`config.mk`:
```
export PLATFORM = sky130hd
export DESIGN_NAME = class_edf_admission_scheduler_core
export DESIGN_NICKNAME = d
export VERILOG_FILES = /design/src/cedf_pkg.sv /design/src/cedf_cmp.sv /design/src/cedf_store.sv /design/src/class_edf_admission_scheduler_core.sv
export SDC_FILE = /design/constraint.sdc
export NUM_CORES = 1
export LEC_CHECK = 0
export BUFFER_PORTS_ARGS = -buffer_cell sky130_fd_sc_hd__buf_4
export CAP_MARGIN = 20
export CORE_ASPECT_RATIO = 1.5
export CORE_UTILIZATION = 30
export DETAILED_ROUTE_END_ITERATION = 7
export GPL_TIMING_DRIVEN = 1
export MAX_ROUTING_LAYER = met4
export PLACE_DENSITY = 0.44
export SETUP_SLACK_MARGIN = 0.3
export SLEW_MARGIN = 20
export SYNTH_ARGS = -nofsm -noshare
export SYNTH_HDL_FRONTEND = slang
export SYNTH_SLANG_ARGS = --single-unit
```
`constraint.sdc`:
```
create_clock -name clk -period 19.3 [get_ports clk]
set_clock_uncertainty 0.05 [all_clocks]
set_input_delay 0.965 -clock clk [delete_from_list [all_inputs] [get_ports clk]]
set_output_delay 0.965 -clock clk [all_outputs]
set_load 0.005 [all_outputs]
```
`src/cedf_pkg.sv`:
```
`timescale 1ns / 1ps

package cedf_pkg;

    localparam int QUEUE_DEPTH = 16;
    localparam int TAG_BITS    = 8;

    localparam int IDX_W = $clog2(QUEUE_DEPTH);
    localparam int CNT_W = $clog2(QUEUE_DEPTH + 1);
    localparam logic [IDX_W:0] SCAN_END = (IDX_W + 1)'(QUEUE_DEPTH);

    localparam logic [2:0] CLS_HI_LAST_DLY = 3'd0;
    localparam logic [2:0] CLS_HI_LAST     = 3'd1;
    localparam logic [2:0] CLS_HI_DLY      = 3'd2;
    localparam logic [2:0] CLS_HI_OTHER    = 3'd3;
    localparam logic [2:0] CLS_LO_LAST_DLY = 3'd4;
    localparam logic [2:0] CLS_LO_DLY      = 3'd5;
    localparam logic [2:0] CLS_LO_LAST     = 3'd6;
    localparam logic [2:0] CLS_LO_OTHER    = 3'd7;

    localparam logic [1:0] ST_OK       = 2'd0;
    localparam logic [1:0] ST_FULL     = 2'd1;
    localparam logic [1:0] ST_FIN_NONE = 2'd2;

    typedef struct packed {
        logic [2:0]  cls;
        logic [31:0] deadline;
    } key_t;

    typedef struct packed {
        key_t                key;
        logic [TAG_BITS-1:0] tag;
    } entry_t;

    typedef struct packed {
        logic             rd_en;
        logic [IDX_W-1:0] rd_addr;
        logic             wr_en;
        logic [IDX_W-1:0] wr_addr;
        logic             clr_en;
        logic [IDX_W-1:0] clr_addr;
    } store_ctl_t;

    typedef struct packed {
        logic lt;
        logic eq;
    } cmp_res_t;

    function automatic logic [2:0] class_of(input logic hi, input logic last,
                                            input logic dly);
        logic [2:0] cls;
        if (hi)
        begin
            if (last && dly)
                cls = CLS_HI_LAST_DLY;
            else if (last)
                cls = CLS_HI_LAST;
            else if (dly)
                cls = CLS_HI_DLY;
            else
                cls = CLS_HI_OTHER;
        end
        else
        begin
            if (last && dly)
                cls = CLS_LO_LAST_DLY;
            else if (dly)
                cls = CLS_LO_DLY;
            else if (last)
                cls = CLS_LO_LAST;
            else
                cls = CLS_LO_OTHER;
        end
        return cls;
    endfunction

endpackage

```
`src/cedf_cmp.sv`:
```
`timescale 1ns / 1ps

module cedf_cmp
    import cedf_pkg::*;
(
    input  key_t     a,
    input  key_t     b,
    output cmp_res_t res
);

    // class is the major field, deadline the minor one
    assign res.lt = a < b;
    assign res.eq = a == b;

endmodule

```
`src/cedf_store.sv`:
```
`timescale 1ns / 1ps

module cedf_store
    import cedf_pkg::*;
(
    input  logic             clk,
    input  logic             rst_n,
    input  store_ctl_t       ctl,
    input  entry_t           wr_data,
    output entry_t           rd_data,
    output logic             rd_valid,
    output logic [CNT_W-1:0] count
);

    entry_t                  mem [QUEUE_DEPTH];
    entry_t                  rd_data_reg;
    logic                    rd_valid_reg;
    logic [QUEUE_DEPTH-1:0]  valid_reg;
    logic [QUEUE_DEPTH-1:0]  valid_next;
    logic [CNT_W-1:0]        count_reg;
    logic [CNT_W-1:0]        count_next;

    always_ff @(posedge clk)
    begin
        if (ctl.wr_en)
            mem[ctl.wr_addr] <= wr_data;
        if (ctl.rd_en)
            rd_data_reg <= mem[ctl.rd_addr];
    end

    always_comb
    begin
        valid_next = valid_reg;
        if (ctl.wr_en)
            valid_next[ctl.wr_addr] = 1'b1;
        if (ctl.clr_en)
            valid_next[ctl.clr_addr] = 1'b0;
        count_next = CNT_W'(count_reg + CNT_W'(ctl.wr_en) - CNT_W'(ctl.clr_en));
    end

    always_ff @(posedge clk or negedge rst_n)
    begin
        if (!rst_n)
        begin
            valid_reg    <= '0;
            rd_valid_reg <= 1'b0;
            count_reg    <= '0;
        end
        else
        begin
            valid_reg <= valid_next;
            count_reg <= count_next;
            if (ctl.rd_en)
                rd_valid_reg <= valid_reg[ctl.rd_addr];
        end
    end

    assign rd_data  = rd_data_reg;
    assign rd_valid = rd_valid_reg;
    assign count    = count_reg;

endmodule

```
`src/class_edf_admission_scheduler_core.sv`:
```
`timescale 1ns / 1ps

// Admission scheduler: releases are granted at once when a run slot is free
// and nothing waits, else filed in a QUEUE_DEPTH-entry waiting store; the
// head (best class, then earliest deadline, then lowest slot) is granted
// whenever a slot frees. For every event, release or finish, one shared key
// comparator walks the waiting store one entry per cycle through its single
// registered read port, then the decision state commits the store update and
// loads the result register. A result waiting on out_stall does not block
// acceptance of the next event; it delays only that event's decision state.
// A release that finds the store full is neither granted nor filed (ST_FULL).
// max_running resets to 1 and is written at any byte address from 0 to 3.
module class_edf_admission_scheduler_core
    import cedf_pkg::*;
(
    input  logic        clk,
    input  logic        rst_n,

    input  logic        psel,
    input  logic        penable,
    input  logic        pwrite,
    input  logic [2:0]  paddr,
    input  logic [31:0] pwdata,
    output logic [31:0] prdata,
    output logic        pready,

    input  logic        in_valid,
    output logic        in_stall,
    input  logic        cmd,
    input  logic [7:0]  op_id,
    input  logic        high_priority,
    input  logic        is_last,
    input  logic        prior_delayed,
    input  logic [31:0] deadline,

    output logic        out_valid,
    input  logic        out_stall,
    output logic        grant_valid,
    output logic [7:0]  grant_id,
    output logic [1:0]  status,
    output logic [4:0]  queued_count
);

    localparam logic [1:0] S_IDLE   = 2'd0;
    localparam logic [1:0] S_SCAN   = 2'd1;
    localparam logic [1:0] S_DECIDE = 2'd2;

    localparam logic [IDX_W:0] ADDR_ZERO = '0;
    localparam logic [IDX_W:0] ADDR_ONE  = (IDX_W + 1)'(1);

    logic [1:0]          state_reg, state_next;
    logic [5:0]          max_run_reg;
    logic [5:0]          run_reg, run_next;

    logic                cmd_reg, cmd_next;
    logic [TAG_BITS-1:0] tag_reg, tag_next;
    key_t                new_key_reg, new_key_next;

    logic [IDX_W:0]      addr_reg, addr_next;
    logic                issue_reg, issue_next;
    logic [IDX_W-1:0]    rd_idx_reg, rd_idx_next;

    logic                best_found_reg, best_found_next;
    logic [IDX_W-1:0]    best_idx_reg, best_idx_next;
    key_t                best_key_reg, best_key_next;
    logic [TAG_BITS-1:0] best_tag_reg, best_tag_next;
    logic                free_found_reg, free_found_next;
    logic [IDX_W-1:0]    free_idx_reg, free_idx_next;

    logic                out_valid_reg, out_valid_next;
    logic                grant_valid_reg, grant_valid_next;
    logic [7:0]          grant_id_reg, grant_id_next;
    logic [1:0]          status_reg, status_next;
    logic [4:0]          queued_reg, queued_next;

    store_ctl_t          ctl;
    entry_t              wr_data;
    entry_t              rd_data;
    logic                rd_valid;
    logic [CNT_W-1:0]    count;

    key_t                cmp_a;
    cmp_res_t            cmp_res;

    logic                out_free;
    logic                rel;
    logic                direct;
    logic [5:0]          run1;
    logic                insert_cand;
    logic                new_better;
    logic                head_grant;
    logic                do_insert;
    logic                do_remove;
    logic                cfg_wr;

    // config port
    assign pready = 1'b1;
    assign cfg_wr = psel && penable && pwrite && (paddr[2] == 1'b0);
    assign prdata = (paddr[2] == 1'b0) ? {26'd0, max_run_reg} : 32'd0;

    always_ff @(posedge clk or negedge rst_n)
    begin
        if (!rst_n)
            max_run_reg <= 6'd1;
        else if (cfg_wr)
            max_run_reg <= pwdata[5:0];
    end

    cedf_store u_store
    (
        .clk      (clk),
        .rst_n    (rst_n),
        .ctl      (ctl),
        .wr_data  (wr_data),
        .rd_data  (rd_data),
        .rd_valid (rd_valid),
        .count    (count)
    );

    // shared comparator: scan entry vs best, then new item vs best
    assign cmp_a = (state_reg == S_DECIDE) ? new_key_reg : rd_data.key;

    cedf_cmp u_cmp
    (
        .a   (cmp_a),
        .b   (best_key_reg),
        .res (cmp_res)
    );

    assign in_stall = (state_reg != S_IDLE);
    assign out_free = !out_valid_reg || !out_stall;

    // decision terms
    assign rel         = !cmd_reg;
    assign direct      = rel && (run_reg < max_run_reg) && (count == '0);
    assign insert_cand = rel && !direct && free_found_reg;
    assign new_better  = insert_cand && (!best_found_reg || cmp_res.lt ||
                         (cmp_res.eq && (free_idx_reg < best_idx_reg)));
    assign head_grant  = !direct && (run1 < max_run_reg) &&
                         (best_found_reg || insert_cand);
    assign do_insert   = insert_cand && !(head_grant && new_better);
    assign do_remove   = head_grant && !new_better;

    always_comb
    begin
        if (direct)
            run1 = run_reg + 6'd1;
        else if (cmd_reg && (run_reg != 6'd0))
            run1 = run_reg - 6'd1;
        else
            run1 = run_reg;
    end

    assign wr_data.key = new_key_reg;
    assign wr_data.tag = tag_reg;

    always_comb
    begin
        state_next       = state_reg;
        run_next         = run_reg;
        cmd_next         = cmd_reg;
        tag_next         = tag_reg;
        new_key_next     = new_key_reg;
        addr_next        = addr_reg;
        issue_next       = issue_reg;
        rd_idx_next      = rd_idx_reg;
        best_found_next  = best_found_reg;
        best_idx_next    = best_idx_reg;
        best_key_next    = best_key_reg;
        best_tag_next    = best_tag_reg;
        free_found_next  = free_found_reg;
        free_idx_next    = free_idx_reg;
        out_valid_next   = out_valid_reg && out_stall;
        grant_valid_next = grant_valid_reg;
        grant_id_next    = grant_id_reg;
        status_next      = status_reg;
        queued_next      = queued_reg;
        ctl              = '0;

        unique case (state_reg)
            S_IDLE:
            begin
                if (in_valid)
                begin
                    cmd_next         = cmd;
                    tag_next         = TAG_BITS'(op_id);
                    new_key_next.cls = class_of(high_priority, is_last, prior_delayed);
                    new_key_next.deadline = deadline;
                    addr_next        = ADDR_ZERO;
                    issue_next       = 1'b0;
                    best_found_next  = 1'b0;
                    free_found_next  = 1'b0;
                    state_next       = S_SCAN;
                end
            end
            S_SCAN:
            begin
                if (addr_reg < SCAN_END)
                begin
                    ctl.rd_en   = 1'b1;
                    ctl.rd_addr = addr_reg[IDX_W-1:0];
                    addr_next   = addr_reg + ADDR_ONE;
                    rd_idx_next = addr_reg[IDX_W-1:0];
                    issue_next  = 1'b1;
                end
                else
                begin
                    issue_next = 1'b0;
                end
                if (issue_reg)
                begin
                    if (rd_valid)
                    begin
                        if (!best_found_reg || cmp_res.lt)
                        begin
                            best_found_next = 1'b1;
                            best_idx_next   = rd_idx_reg;
                            best_key_next   = rd_data.key;
                            best_tag_next   = rd_data.tag;
                        end
                    end
                    else if (!free_found_reg)
                    begin
                        free_found_next = 1'b1;
                        free_idx_next   = rd_idx_reg;
                    end
                end
                if (addr_reg == SCAN_END)
                    state_next = S_DECIDE;
            end
            S_DECIDE:
            begin
                if (out_free)
                begin
                    ctl.wr_en    = do_insert;
                    ctl.wr_addr  = free_idx_reg;
                    ctl.clr_en   = do_remove;
                    ctl.clr_addr = best_idx_reg;
                    run_next     = head_grant ? run1 + 6'd1 : run1;

                    out_valid_next   = 1'b1;
                    grant_valid_next = direct || head_grant;
                    if (direct || (head_grant && new_better))
                        grant_id_next = 8'(tag_reg);
                    else if (head_grant)
                        grant_id_next = 8'(best_tag_reg);
                    else
                        grant_id_next = 8'd0;

                    if (cmd_reg && (run_reg == 6'd0))
                        status_next = ST_FIN_NONE;
                    else if (rel && !direct && !free_found_reg)
                        status_next = ST_FULL;
                    else
                        status_next = ST_OK;

                    queued_next = 5'(count + CNT_W'(do_insert) - CNT_W'(do_remove));
                    state_next  = S_IDLE;
                end
            end
            default:
            begin
                state_next = S_IDLE;
            end
        endcase
    end

    always_ff @(posedge clk or negedge rst_n)
    begin
        if (!rst_n)
        begin
            state_reg     <= S_IDLE;
            run_reg       <= 6'd0;
            issue_reg     <= 1'b0;
            addr_reg      <= '0;
            out_valid_reg <= 1'b0;
        end
        else
        begin
            state_reg     <= state_next;
            run_reg       <= run_next;
            issue_reg     <= issue_next;
            addr_reg      <= addr_next;
            out_valid_reg <= out_valid_next;
        end
    end

    always_ff @(posedge clk)
    begin
        cmd_reg         <= cmd_next;
        tag_reg         <= tag_next;
        new_key_reg     <= new_key_next;
        rd_idx_reg      <= rd_idx_next;
        best_found_reg  <= best_found_next;
        best_idx_reg    <= best_idx_next;
        best_key_reg    <= best_key_next;
        best_tag_reg    <= best_tag_next;
        free_found_reg  <= free_found_next;
        free_idx_reg    <= free_idx_next;
        grant_valid_reg <= grant_valid_next;
        grant_id_reg    <= grant_id_next;
        status_reg      <= status_next;
        queued_reg      <= queued_next;
    end

    assign out_valid    = out_valid_reg;
    assign grant_valid  = grant_valid_reg;
    assign grant_id     = grant_id_reg;
    assign status       = status_reg;
    assign queued_count = queued_reg;

endmodule

```
Yosys cells after proc, flatten, opt, wreduce, memory -nomap -nowiden:

Memory sizes are Yosys's and may differ from the RTL's. A register that Yosys moved wholly into a read port is not among the register bits.
Index checks and enable logic that the tools add are counted.

* $lt $le $gt $ge: 10
* reductions and logical operators: 51
* multiplexer cells: 48
* bitwise operators: 6
* add/sub/neg operators: 8
* equality and inequality tests: 12

Operator list (number)
* $eq 35x35->1: 1
* $lt 35x35->1: 1
* $mux 35: 1
* $mux 16: 2
* $mux 6: 4
* $logic_and 1x1->1: 21
* $mux 10: 2
* $mux 5: 4
* $mux 1: 17
* $and 16x16->16: 1
* $mux 8: 2
* $not 16->16: 1
* $or 16x16->16: 1
* $lt 4x5->1 const B: 3
* $mux 2: 7
* $ne 2x2->1 const B: 7
* $add 6x1->6 const B: 2
* $lt 6x6->1: 2
* $reduce_and 4->1: 3
* $add 5x1->5: 2
* $pmux 5 s2: 1
* $sub 5x1->5: 2
* $demux 1 s4: 2
* $ge 4x1->1 const B: 2
* other kinds (23): 44

* flip-flop bits (word level): 160
* output and inout port bits: 51
* input bits: 86
* memories: 1
* RAM bits: 688

Memories
* u_store.mem: depth 16, bits a word 43, rd ports 1, clocked after memory_dff 1, wr ports 1, RTL line cedf_store.sv:15 `entry_t mem [QUEUE_DEPTH];`

Longest topological paths before layout:

Gate-level depths: netlist of the first run.

* word-level depth: 21
* gate-level depth with buffers: 26

Modules after synthesis:

From an unflattened synthesis of the first run, not the netlist that was laid out.

* cell total of the unflattened synthesis: 1760
* area, all modules: 35595.4 um^2

By module, submodules not included
* cedf_store: cells each 1099, seq. area each 22501.6 um^2, area each 28254.6 um^2, times used 1
* class_edf_admission_scheduler_core: cells each 536, seq. area each 4040.1 um^2, area each 6418.7 um^2, times used 1
* cedf_cmp: cells each 125, seq. area each 0.0 um^2, area each 922.1 um^2, times used 1

Least setup slack after synthesis of the first run:

OpenSTA, ideal clock, no wires.

* kind: flip-flop to flip-flop
* from: register state_reg[0]
* to: memory u_store.mem[12][0] in the netlist's numbering, enable pin
* slack: 10.867 ns
* period minus slack after synthesis: 8.433 ns
* cell stages (with the launch flop): 13
* required time: 18.669 ns
* buffers on the path: 3
* data arrival time: 7.802 ns
* cells stage by stage: dfrtp_1 buf_2 nand2b_1 clkbuf_1 clkbuf_1 mux2_2 ha_1 nand4_2 nor4_2 nand3_1 o21ai_1 o221ai_4 a2111oi_1

* word-level cells in the longest chain between the ends: 13
* elaborated cells between the ends (all ways): 15
* classes of those cells: order compare: 1; eq/ne: 2; mux: 5; reduce/logical: 7

RTL lines
* start, declared: RTL line class_edf_admission_scheduler_core.sv:51 `logic [1:0] state_reg, state_next;`
* start signal, assigned: RTL line class_edf_admission_scheduler_core.sv:280 `state_reg <= state_next;`
* $eq 2x2->1 *: RTL line class_edf_admission_scheduler_core.sv:121, class_edf_admission_scheduler_core.sv:180
* $mux 35: RTL line class_edf_admission_scheduler_core.sv:121 `assign cmp_a = (state_reg == S_DECIDE) ? new_key_reg : rd_data.key;`
* $lt 35x35->1 / $eq 35x35->1 (equally long branches): RTL line cedf_cmp.sv:12, cedf_cmp.sv:13
* $logic_or 1x1->1 / $logic_and 1x1->1 (equally long branches): RTL line class_edf_admission_scheduler_core.sv:137, class_edf_admission_scheduler_core.sv:138
* $logic_or 1x1->1: RTL line class_edf_admission_scheduler_core.sv:137 `assign new_better = insert_cand && (!best_found_reg || cmp_res.lt ||`
* $logic_and 1x1->1: RTL line class_edf_admission_scheduler_core.sv:137
* $logic_and 1x1->1: RTL line class_edf_admission_scheduler_core.sv:141 `assign do_insert = insert_cand && !(head_grant && new_better);`
* $logic_not 1->1: RTL line class_edf_admission_scheduler_core.sv:141
* $logic_and 1x1->1: RTL line class_edf_admission_scheduler_core.sv:141
* $mux 10: RTL line class_edf_admission_scheduler_core.sv:233 `if (out_free)`
* $mux 10 *: RTL line class_edf_admission_scheduler_core.sv:180 `unique case (state_reg)`
* $mux 1: RTL line cedf_store.sv:25 `if (ctl.wr_en)`
* $mux 1 (not written as such): RTL line cedf_store.sv:26 `mem[ctl.wr_addr] <= wr_data;`
* end, declared: RTL line cedf_store.sv:15

Mark *: on every way between the ends. The rest lies on a longest branch, timed or not.

Final worst setup path of the first run:

* from: register state_reg[0]
* to: register u_store.count_reg[4], in the netlist u_store.count[4]

* word-level cells in the longest chain between the ends: 13
* elaborated cells between the ends (all ways): 17
* classes of those cells: add/sub: 2; order compare: 1; eq/ne: 2; mux: 3; reduce/logical: 9

RTL lines
* $eq 2x2->1 *: RTL line class_edf_admission_scheduler_core.sv:121, class_edf_admission_scheduler_core.sv:180
* $mux 35: RTL line class_edf_admission_scheduler_core.sv:121
* $lt 35x35->1 / $eq 35x35->1 (equally long branches): RTL line cedf_cmp.sv:12, cedf_cmp.sv:13
* $logic_or 1x1->1 / $logic_and 1x1->1 (equally long branches): RTL line class_edf_admission_scheduler_core.sv:137, class_edf_admission_scheduler_core.sv:138
* $logic_or 1x1->1: RTL line class_edf_admission_scheduler_core.sv:137
* $logic_and 1x1->1: RTL line class_edf_admission_scheduler_core.sv:137
* $logic_and 1x1->1: RTL line class_edf_admission_scheduler_core.sv:141
* $logic_not 1->1: RTL line class_edf_admission_scheduler_core.sv:141
* $logic_and 1x1->1: RTL line class_edf_admission_scheduler_core.sv:141
* $mux 10: RTL line class_edf_admission_scheduler_core.sv:233
* $mux 10 *: RTL line class_edf_admission_scheduler_core.sv:180
* $add 5x1->5: RTL line cedf_store.sv:38 `count_next = CNT_W'(count_reg + CNT_W'(ctl.wr_en) - CNT_W'(ctl.clr_en));`
* $sub 5x1->5 *: RTL line cedf_store.sv:38
* named net u_store.count_next[4]: RTL line cedf_store.sv:21 `logic [CNT_W-1:0] count_next;`
* end signal, assigned: RTL line cedf_store.sv:52 `count_reg <= count_next;`
* end, declared: RTL line cedf_store.sv:20 `logic [CNT_W-1:0] count_reg;`

The timed path passes the listed nets; every way through them passes the cells marked *.
A chain may end at the register's enable or synchronous reset.

==> results.py, run 1 <==
metrics = {
    "logic_synthesis": {
        "synthXorXnorAreaFrac_pct": 0.381,
        "netlist_instances": 2409,
        "fraction_of_the_mapped_netlist_area_in_adder_cells_pct": 2.25,
        "sequential_share_of_the_synthesized_area_pct": 72.1,
        "synth_area_mm2": 0.0368,
        "synth-edff-count": 848,
        "muxShareOfSynthArea_pct": 8.85,
        "yosys_most_used_dff": "sky130_fd_sc_hd__edfxtp_1",
        "ys.warnings.count": 0,
        "synth.distinct_cells": 74,
        "synth_compound_gate_area_share_pct": 6.99,
        "ys_ff_latch": 891,
        "synth_async_sr_flop_share_pct": 4.83,
        "synth.avg_cell_area_um2": 15.3,
        "synthSimpleGateAreaFrac_pct": 6.58,
        "synth_top_family_by_area": "multiplexers",
    },
    "final_layout": {
        "leading_cell_types_in_the_layout_fill_and_taps_excluded": "sky130_fd_sc_hd__edfxtp_1, sky130_fd_sc_hd__nand2_1, sky130_fd_sc_hd__a21oi_1",
        "n_antenna_cell": 0,
        "fillerInstances": 11671,
        "total_area_of_sequential_cells_mm2": 0.0265,
        "instances_no_fill": 4172,
        "num-nets-final": 2660,
        "final_layout_size_suffix_gt1_share_pct": 15.7,
        "number_of_flip_flops_under_the_largest_register_name": 688,
        "multi_input_area_mm2": 0.00952,
        "areaGrowthSynthToFinish_pct": 14.8,
        "final_common_cell": "sky130_fd_sc_hd__edfxtp_1",
    },
    "clocking": {
        "cts_buffer_depth": 3,
        "htree_num_levels": 3,
        "clk_pin_slew_worst_paths_ns": 0.06,
        "post-cts-setup-buffers": 0,
        "clock-root-buffer": "sky130_fd_sc_hd__clkbuf_16",
        "cts_buffers": 91,
        "tritoncts": "done",
        "cts-resized-gates": 0,
        "numClockSinks": 891,
        "worst_skew_pair.late_latency_ns": 0.68,
        "ctsHoldBuffers": 0,
    },
    "global_routing": {
        "grt_first_pass_wirelength_um": 140000,
        "gr-usage-all-layers_pct": 15.8,
        "first_global_vias": 21150,
        "grt_max_degree": 125,
        "grt_antenna_before_repair": 0,
        "grt_overflow_total": 0,
    },
    "critical_path": {
        "worstSetupPathType": "reg -> reg",
        "worst-path-buf-inv": 3,
        "path_length_in_cells_of_the_critical_path": 20,
        "crit_path_start": "state_reg[0]$_DFFE_PN0P_",
        "cpMostUsedCell": "sky130_fd_sc_hd__ha_1",
        "worstSetupStartpointType": "flip-flop",
        "logic_depth_of_the_worst_register_to_register_path": 20,
        "critPathTopFamily": "simple AND/OR/NAND/NOR gates",
        "worst_setup_path_endpoint": "u_store.count[4]$_DFF_PN0_",
        "cp_cell_instances": "nand2b_2, buf_4, mux2_2, ha_1, nand4_1, nor3_1, nand3_1, or4_4, o221ai_4, buf_4, a21oi_4, and2_1, ha_1, inv_1, ha_1, fa_1, a21oi_1, nor2_1, nor2_1, xnor2_1",
        "r2r_end": "u_store.count[4]$_DFF_PN0_",
        "timing.reg2reg.setup_slack_ns": 12.83,
        "critPathArrivalTime_ns": 7.02,
        "timing.rr.start": "state_reg[0]$_DFFE_PN0P_",
        "cp-end-kind": "flip-flop",
        "worst_path_largest_cell_delay_ns": 0.64,
        "critPathRequiredTime_ns": 19.85,
        "slowest_stage": "sky130_fd_sc_hd__or4_4",
        "critical_path.max_fanout": 35,
    },
    "drt": {
        "drt-total-wl_um": 94700,
        "avgViaCountPerCell": 4.90,
        "drt_iter0_markers": 1406,
        "wl_per_cell_um": 22.7,
        "postRouteAntennaNets": 0,
        "dr_total_vias": 20447,
        "detail_route.first_pass.iterations": 8,
        "post-route-drc-count": 28,
    },
    "timing": {
        "tightest_slew_ns": 1.07,
        "maxSlewHeadroom_pct": 28.6,
        "finalHoldViolations": 0,
        "fmaxAchievable_ghz": 0.155,
        "setup_repair_after_global_routing_missed_its_margin": "no",
        "worst_hold_slack_ns": 0.235,
        "layout_worst_path_cycle_share_pct": 33.5,
        "min_period_ns": 6.47,
        "setup_slack_ns": 12.83,
        "finalSetupViolations": 0,
        "maxSlewViolCount": 0,
        "timing.setup.tns_ns": 0,
    },
    "power_and_ir_drop": {
        "ir_worst_vdd_mv": 0.0660,
        "power_leakage_nw": 13.6,
        "p_per_area_mw_per_mm2": 91.8,
        "finalPower_w": 0.00388,
    },
    "placement": {
        "post-place-cells": 4004,
        "place_ws_ns": 12.67,
        "finalWeightedCongestion": 0.763,
        "placement.io_buffers": 81,
        "dpl.hpwl_um": 48100,
    },
    "die": {
        "design.die.area_mm2": 0.124,
        "fp.dieW_um": 288,
        "initial_core_util_pct": 30.2,
        "core_area_mm2": 0.122,
        "floorplan.io_pins": 137,
        "floorplan.die.height_um": 431,
        "rows": 157,
    },
    "job": {
        "maxCapViolations": 0,
    },
    "worst_hold_path": {
        "hold_path.class": "in -> async",
    },
    "status": {
        "outcome": "finished with violations",
        "violations_in_the_final_reports": "DRC",
    },
}
-- where the power goes --
group	internal (W)	switching, W
Sequential	0.00209	0.00000167
Combinational	0.0000262	0.0000354
Clock	0.000974	0.000752
-- cells by family after synthesis --
family,count (synthesis)
AOI/OAI and AO/OA,398
other,2
DFF,891
buffers and inverters,225
adders and majority gates,65
and+or+nand+nor,547
xor gates and xnor gates,16
muxes,265
-- worst min path at each step --
stage	cells past startpoint	end	slack, ns
2_1_floorplan	0	best_tag_reg[0]$_DFFE_PP_	0.35
3_3_place_gp	0	best_tag_reg[5]$_DFFE_PP_	0.35
3_5_place_dp	0	best_tag_reg[5]$_DFFE_PP_	0.35
4_1_cts	1	u_store.count[2]$_DFF_PN0_	0.20
5_1_grt	1	u_store.count[4]$_DFF_PN0_	0.25
6_report	1	u_store.count[4]$_DFF_PN0_	0.24
-- Yosys cell counts (3+ instances only) --
master                        n  share of area (%)
sky130_fd_sc_hd__a2111oi_1    3              0.082
sky130_fd_sc_hd__a2111oi_2    3               0.12
sky130_fd_sc_hd__a211oi_1     8               0.16
sky130_fd_sc_hd__a21o_1       7               0.14
sky130_fd_sc_hd__a21oi_1    199                2.7
sky130_fd_sc_hd__a21oi_2     11               0.26
sky130_fd_sc_hd__a22o_1      11               0.26
sky130_fd_sc_hd__a2bb2oi_1   17               0.40
sky130_fd_sc_hd__a311oi_1    44                1.0
sky130_fd_sc_hd__a31oi_1     47               0.80
sky130_fd_sc_hd__and2_1       9               0.15
sky130_fd_sc_hd__and3_1       6               0.10
sky130_fd_sc_hd__and4_1       3              0.071
sky130_fd_sc_hd__buf_1        6              0.061
sky130_fd_sc_hd__buf_2       13               0.18
sky130_fd_sc_hd__buf_4       37               0.75
sky130_fd_sc_hd__clkbuf_1    95               0.97
sky130_fd_sc_hd__dfrtp_1     42                2.9
sky130_fd_sc_hd__edfxtp_1   848                 69
sky130_fd_sc_hd__ha_1        63                2.1
sky130_fd_sc_hd__inv_1       70               0.71
sky130_fd_sc_hd__mux2_2      44                1.3
sky130_fd_sc_hd__mux2i_1    177                4.8
sky130_fd_sc_hd__mux4_2      44                2.7
sky130_fd_sc_hd__nand2_1    380                3.9
sky130_fd_sc_hd__nand2b_1     5              0.085
sky130_fd_sc_hd__nand3_1     16               0.22
sky130_fd_sc_hd__nand4_1     21               0.36
sky130_fd_sc_hd__nor2_1      32               0.33
sky130_fd_sc_hd__nor2b_1      8               0.14
sky130_fd_sc_hd__nor3_1       7              0.095
sky130_fd_sc_hd__nor4_1      43               0.73
sky130_fd_sc_hd__o211ai_1     3              0.061
sky130_fd_sc_hd__o21ai_0     18               0.24
sky130_fd_sc_hd__o22ai_1      4              0.068
sky130_fd_sc_hd__or3_1        4              0.068
sky130_fd_sc_hd__xnor2_1     11               0.26
sky130_fd_sc_hd__xor2_1       5               0.12
-- through the flow --
step / area (um2) / utilization, %
6_report: 42300 / 34.7
5_1_grt: 42300 / 34.7
4_1_cts: 42200 / 34.7
3_5_place_dp: 39300 / 32.3
3_3_place_gp: 39300 / 32.3
2_1_floorplan: 36900 / -
-- metal layers --
layer	track usage, %	up-vias	wire (um)
met5	-	-	0
met2	27.4	465	48800
met1	18.8	10472	39800
met3	2.29	127	3750
met4	4.63	0	2340
li1	-	9383	-
-- area by class of cell --
class                      instances  area share, %
multi-input combinational       1318           22.5
inverter                          71          0.634
sequential                       891           62.8
timing repair buffer             136           2.51
clock inverter                    52           1.15
clock buffer                     114           5.64
tap                             1590           4.71
(Power assumes the default switching activity.)
==> inputs of run 2 (changes only) <==
ABC_AREA = 1   (was unset)
PLACE_DENSITY = 0.45   (was 0.44)
clock period = 5.2 ns   (was 19.3 ns; I/O delays follow)
==> run 2 against run 1 <==
  * The run now ends clean
  * Sequential power increased to 4.4 times the previous value
  * Non-clock buffer count increased by 72
  * First-iteration DRC count decreased by 7.0%
  * Synthesized cell count increased by 22%
  * Routed wire length increased by 6.5%
  * Clock power increased to 3.6 times the previous value
  * Die area increased by 0.87%
  * Final cell count increased by 14%
  * Combinational power increased to 130 times the previous value
  * Critical path type unchanged
  * Largest cell class unchanged
==> results.py, run 2 <==
metrics = {
    "final_layout": {
        "number_of_flip_flops_under_the_largest_register_name": 688,
        "total_area_of_sequential_cells_mm2": 0.0265,
        "final_common_cell": "sky130_fd_sc_hd__edfxtp_1",
        "leading_cell_types_in_the_layout_fill_and_taps_excluded": "sky130_fd_sc_hd__edfxtp_1, sky130_fd_sc_hd__nor2_1, sky130_fd_sc_hd__nand2_1",
        "fillerInstances": 11932,
        "areaGrowthSynthToFinish_pct": 15.7,
        "multi_input_area_mm2": 0.00913,
        "num-nets-final": 3237,
        "final_layout_size_suffix_gt1_share_pct": 11.7,
    },
    "global_routing": {
        "grt.met2_usage_pct": 29.1,
        "grt_antenna_before_repair": 3,
        "gr-usage-all-layers_pct": 16.8,
        "grt_first_pass_wirelength_um": 150000,
        "top_usage_layer": "met2",
        "grtUsageMet1_pct": 20.0,
        "groute.layer.met3.usage_pct": 2.14,
        "grt_max_degree": 149,
        "grt_overflow_total": 0,
        "first_global_vias": 23110,
    },
    "logic_synthesis": {
        "synth.distinct_cells": 52,
        "netlist_instances": 2950,
        "synth_area_leaders": "sky130_fd_sc_hd__edfxtp_1, sky130_fd_sc_hd__nor2_1, sky130_fd_sc_hd__nand2_1",
        "synth_top_area_share_pct": 68.6,
        "synth_top_cells_by_count": "sky130_fd_sc_hd__edfxtp_1, sky130_fd_sc_hd__nor2_1, sky130_fd_sc_hd__nand2_1, sky130_fd_sc_hd__inv_1, sky130_fd_sc_hd__o21ai_0",
        "yosys_most_used_dff": "sky130_fd_sc_hd__edfxtp_1",
        "sequential_share_of_the_synthesized_area_pct": 71.5,
        "synth_area_mm2": 0.0371,
        "synth_top_area_cell": "sky130_fd_sc_hd__edfxtp_1",
        "most_frequently_used_cell_type_in_the_post_synthesis_netlist": "sky130_fd_sc_hd__edfxtp_1",
        "synth_async_sr_flop_share_pct": 4.83,
        "ys_ff_latch": 891,
        "ys.warnings.count": 0,
        "synth-edff-count": 848,
        "synth.avg_cell_area_um2": 12.6,
    },
    "critical_path": {
        "critPathTopFamily": "simple AND/OR/NAND/NOR gates",
        "worst-path-buf-inv": 6,
        "slowest_stage": "sky130_fd_sc_hd__dfrtp_1",
        "path_length_in_cells_of_the_critical_path": 24,
        "cp-end-kind": "flip-flop",
        "worst_path_largest_cell_delay_ns": 0.41,
        "cp_cell_instances": "inv_1, nor2_4, clkinv_1, buf_12, nand2_1, nand2_1, ha_1, nand2_1, nor2_1, nand2_1, nor3_4, nand3_1, nand3_1, nand3_1, nand2_1, inv_2, nor2_8, ha_1, inv_1, ha_1, inv_1, fa_1, o31ai_1, xor2_1",
        "cpMostUsedCell": "sky130_fd_sc_hd__nand2_1",
        "critPathArrivalTime_ns": 4.97,
        "critPathRequiredTime_ns": 5.57,
        "worstSetupStartpointType": "flip-flop",
        "critical_path.max_fanout": 34,
        "worstSetupPathType": "reg -> reg",
        "logic_depth_of_the_worst_register_to_register_path": 24,
    },
    "power_and_ir_drop": {
        "p_per_area_mw_per_mm2": 552,
        "power_leakage_nw": 15.3,
        "finalPower_w": 0.0237,
        "ir_worst_vdd_mv": 0.508,
    },
    "clocking": {
        "numClockSinks": 891,
        "cts_buffers": 87,
        "cts_buffer_depth": 3,
        "clk_pin_slew_worst_paths_ns": 0.06,
        "htree_num_levels": 3,
        "clock-root-buffer": "sky130_fd_sc_hd__clkbuf_16",
        "worst_skew_pair.late_latency_ns": 0.69,
        "tritoncts": "done",
    },
    "timing": {
        "maxSlewViolCount": 0,
        "setup_repair_after_global_routing_missed_its_margin": "no",
        "worst_hold_slack_ns": 0.0703,
        "timing.setup.tns_ns": 0,
        "maxSlewHeadroom_pct": 30.5,
        "min_period_ns": 4.61,
        "finalSetupViolations": 0,
        "finalHoldViolations": 0,
        "fmaxAchievable_ghz": 0.217,
        "layout_worst_path_cycle_share_pct": 88.6,
        "tightest_slew_ns": 1.04,
    },
    "placement": {
        "finalWeightedCongestion": 0.811,
        "placement.io_buffers": 81,
        "dpl.hpwl_um": 51900,
    },
    "drt": {
        "postRouteAntennaNets": 0,
        "avgViaCountPerCell": 4.81,
        "wl_per_cell_um": 21.2,
        "post-route-drc-count": 0,
        "drt-total-wl_um": 101000,
        "dr_total_vias": 22816,
        "drt_iter0_markers": 1308,
        "detail_route.first_pass.iterations": 5,
    },
    "job": {
        "maxCapViolations": 0,
    },
    "die": {
        "floorplan.die.height_um": 433,
        "floorplan.io_pins": 137,
        "initial_core_util_pct": 30.3,
        "rows": 157,
        "design.die.area_mm2": 0.125,
        "fp.dieW_um": 289,
        "core_area_mm2": 0.122,
    },
    "status": {
        "outcome": "completed",
    },
    "worst_hold_path": {
        "holdPathStages": 3,
        "hold_path.class": "in -> reg",
    },
}
-- run 2: cell count changes in the layout (fill, tap and decap cells not counted), sizes merged, moves of 79 or more --
cell,before,now
mux2i,177,1
o21ai,21,209
nor2,33,726
a21oi,211,51
nand2,380,301
o311ai,2,115
-- run 2: path summary, 6_finish.rpt --
path | slack, ns | startpoint | to
setup reg to reg | 0.59 | state_reg[1]$_DFFE_PN0P_ | queued_count[4]$_DFFE_PP_
setup / recovery | 0.59 | state_reg[1]$_DFFE_PN0P_ | queued_count[4]$_DFFE_PP_
min in group asynchronous | 0.11 | rst_n | run_reg[2]$_DFFE_PN0P_
hold / removal | 0.07 | pwrite | max_run_reg[0]$_DFFE_PN1P_
hold reg to reg | 0.37 | u_store.rd_data[0]$_DFFE_PP_ | best_tag_reg[0]$_DFFE_PP_
max in group asynchronous | 4.50 | rst_n | addr_reg[0]$_DFFE_PN0P_
-- run 2: repair_timing --
item | CTS | global route
setup endpoints to repair | 0 | 9
hold buffers | 55 | 0
endpoints found under the hold margin | 95 | 0
buffers inserted | 0 | 2
resized for setup | 0 | 5
-- run 2: worst min-delay path, cell delays in order --
cell and delay [ns]:
sky130_fd_sc_hd__buf_4 0.11, sky130_fd_sc_hd__nand4_1 0.32, sky130_fd_sc_hd__a21oi_1 0.12
-- run 2: cell families (layout without fill, tap and decap cells) --
family	count (synthesis)	count (layout)	synth area share [%]
other	2	29	0.0202
buffers and inverters	353	534	4.28
AOI/OAI and AO/OA	506	506	9.18
DFF	891	891	71.5
xor gates and xnor gates	15	15	0.354
adders and majority gates	65	65	2.23
muxes	1	1	0.0270
and+or+nand+nor	1117	1117	12.4
-- run 2: cell type report --
cell class / count / area share [%]
clock inverter: 48 / 0.947
sequential: 891 / 61.8
timing repair buffer: 208 / 4.31
clock buffer: 111 / 5.50
multi-input combinational: 1731 / 21.3
antenna: 2 / 0.0117
inverter: 167 / 1.55
tap: 1590 / 4.63
-- run 2: through the flow --
stage	instances	setup slack [ns]	utilization, %	cell area [um2]
2_1_floorplan	2975	0.594	-	37200
3_3_place_gp	4530	0.477	32.4	39600
4_1_cts	4744	0.445	35.1	42900
3_5_place_dp	4530	0.480	32.4	39600
6_report	4748	0.592	35.1	43000
5_1_grt	4748	0.336	35.1	43000
-- run 2: where the power goes --
group | total (W) | leakage (nW) | switching, W | internal [W]
clock network | 0.00626 | 1.35 | 0.00275 | 0.00351
registers | 0.00923 | 8.16 | 0.000409 | 0.00882
logic | 0.00821 | 5.82 | 0.00577 | 0.00244
-- run 2: per-layer routing --
layer / wire length [um] / vias up
met3: 3340 / 128
li1: - / 10818
met1: 43000 / 11422
met4: 2590 / 0
met2: 51900 / 448
met5: 0 / -
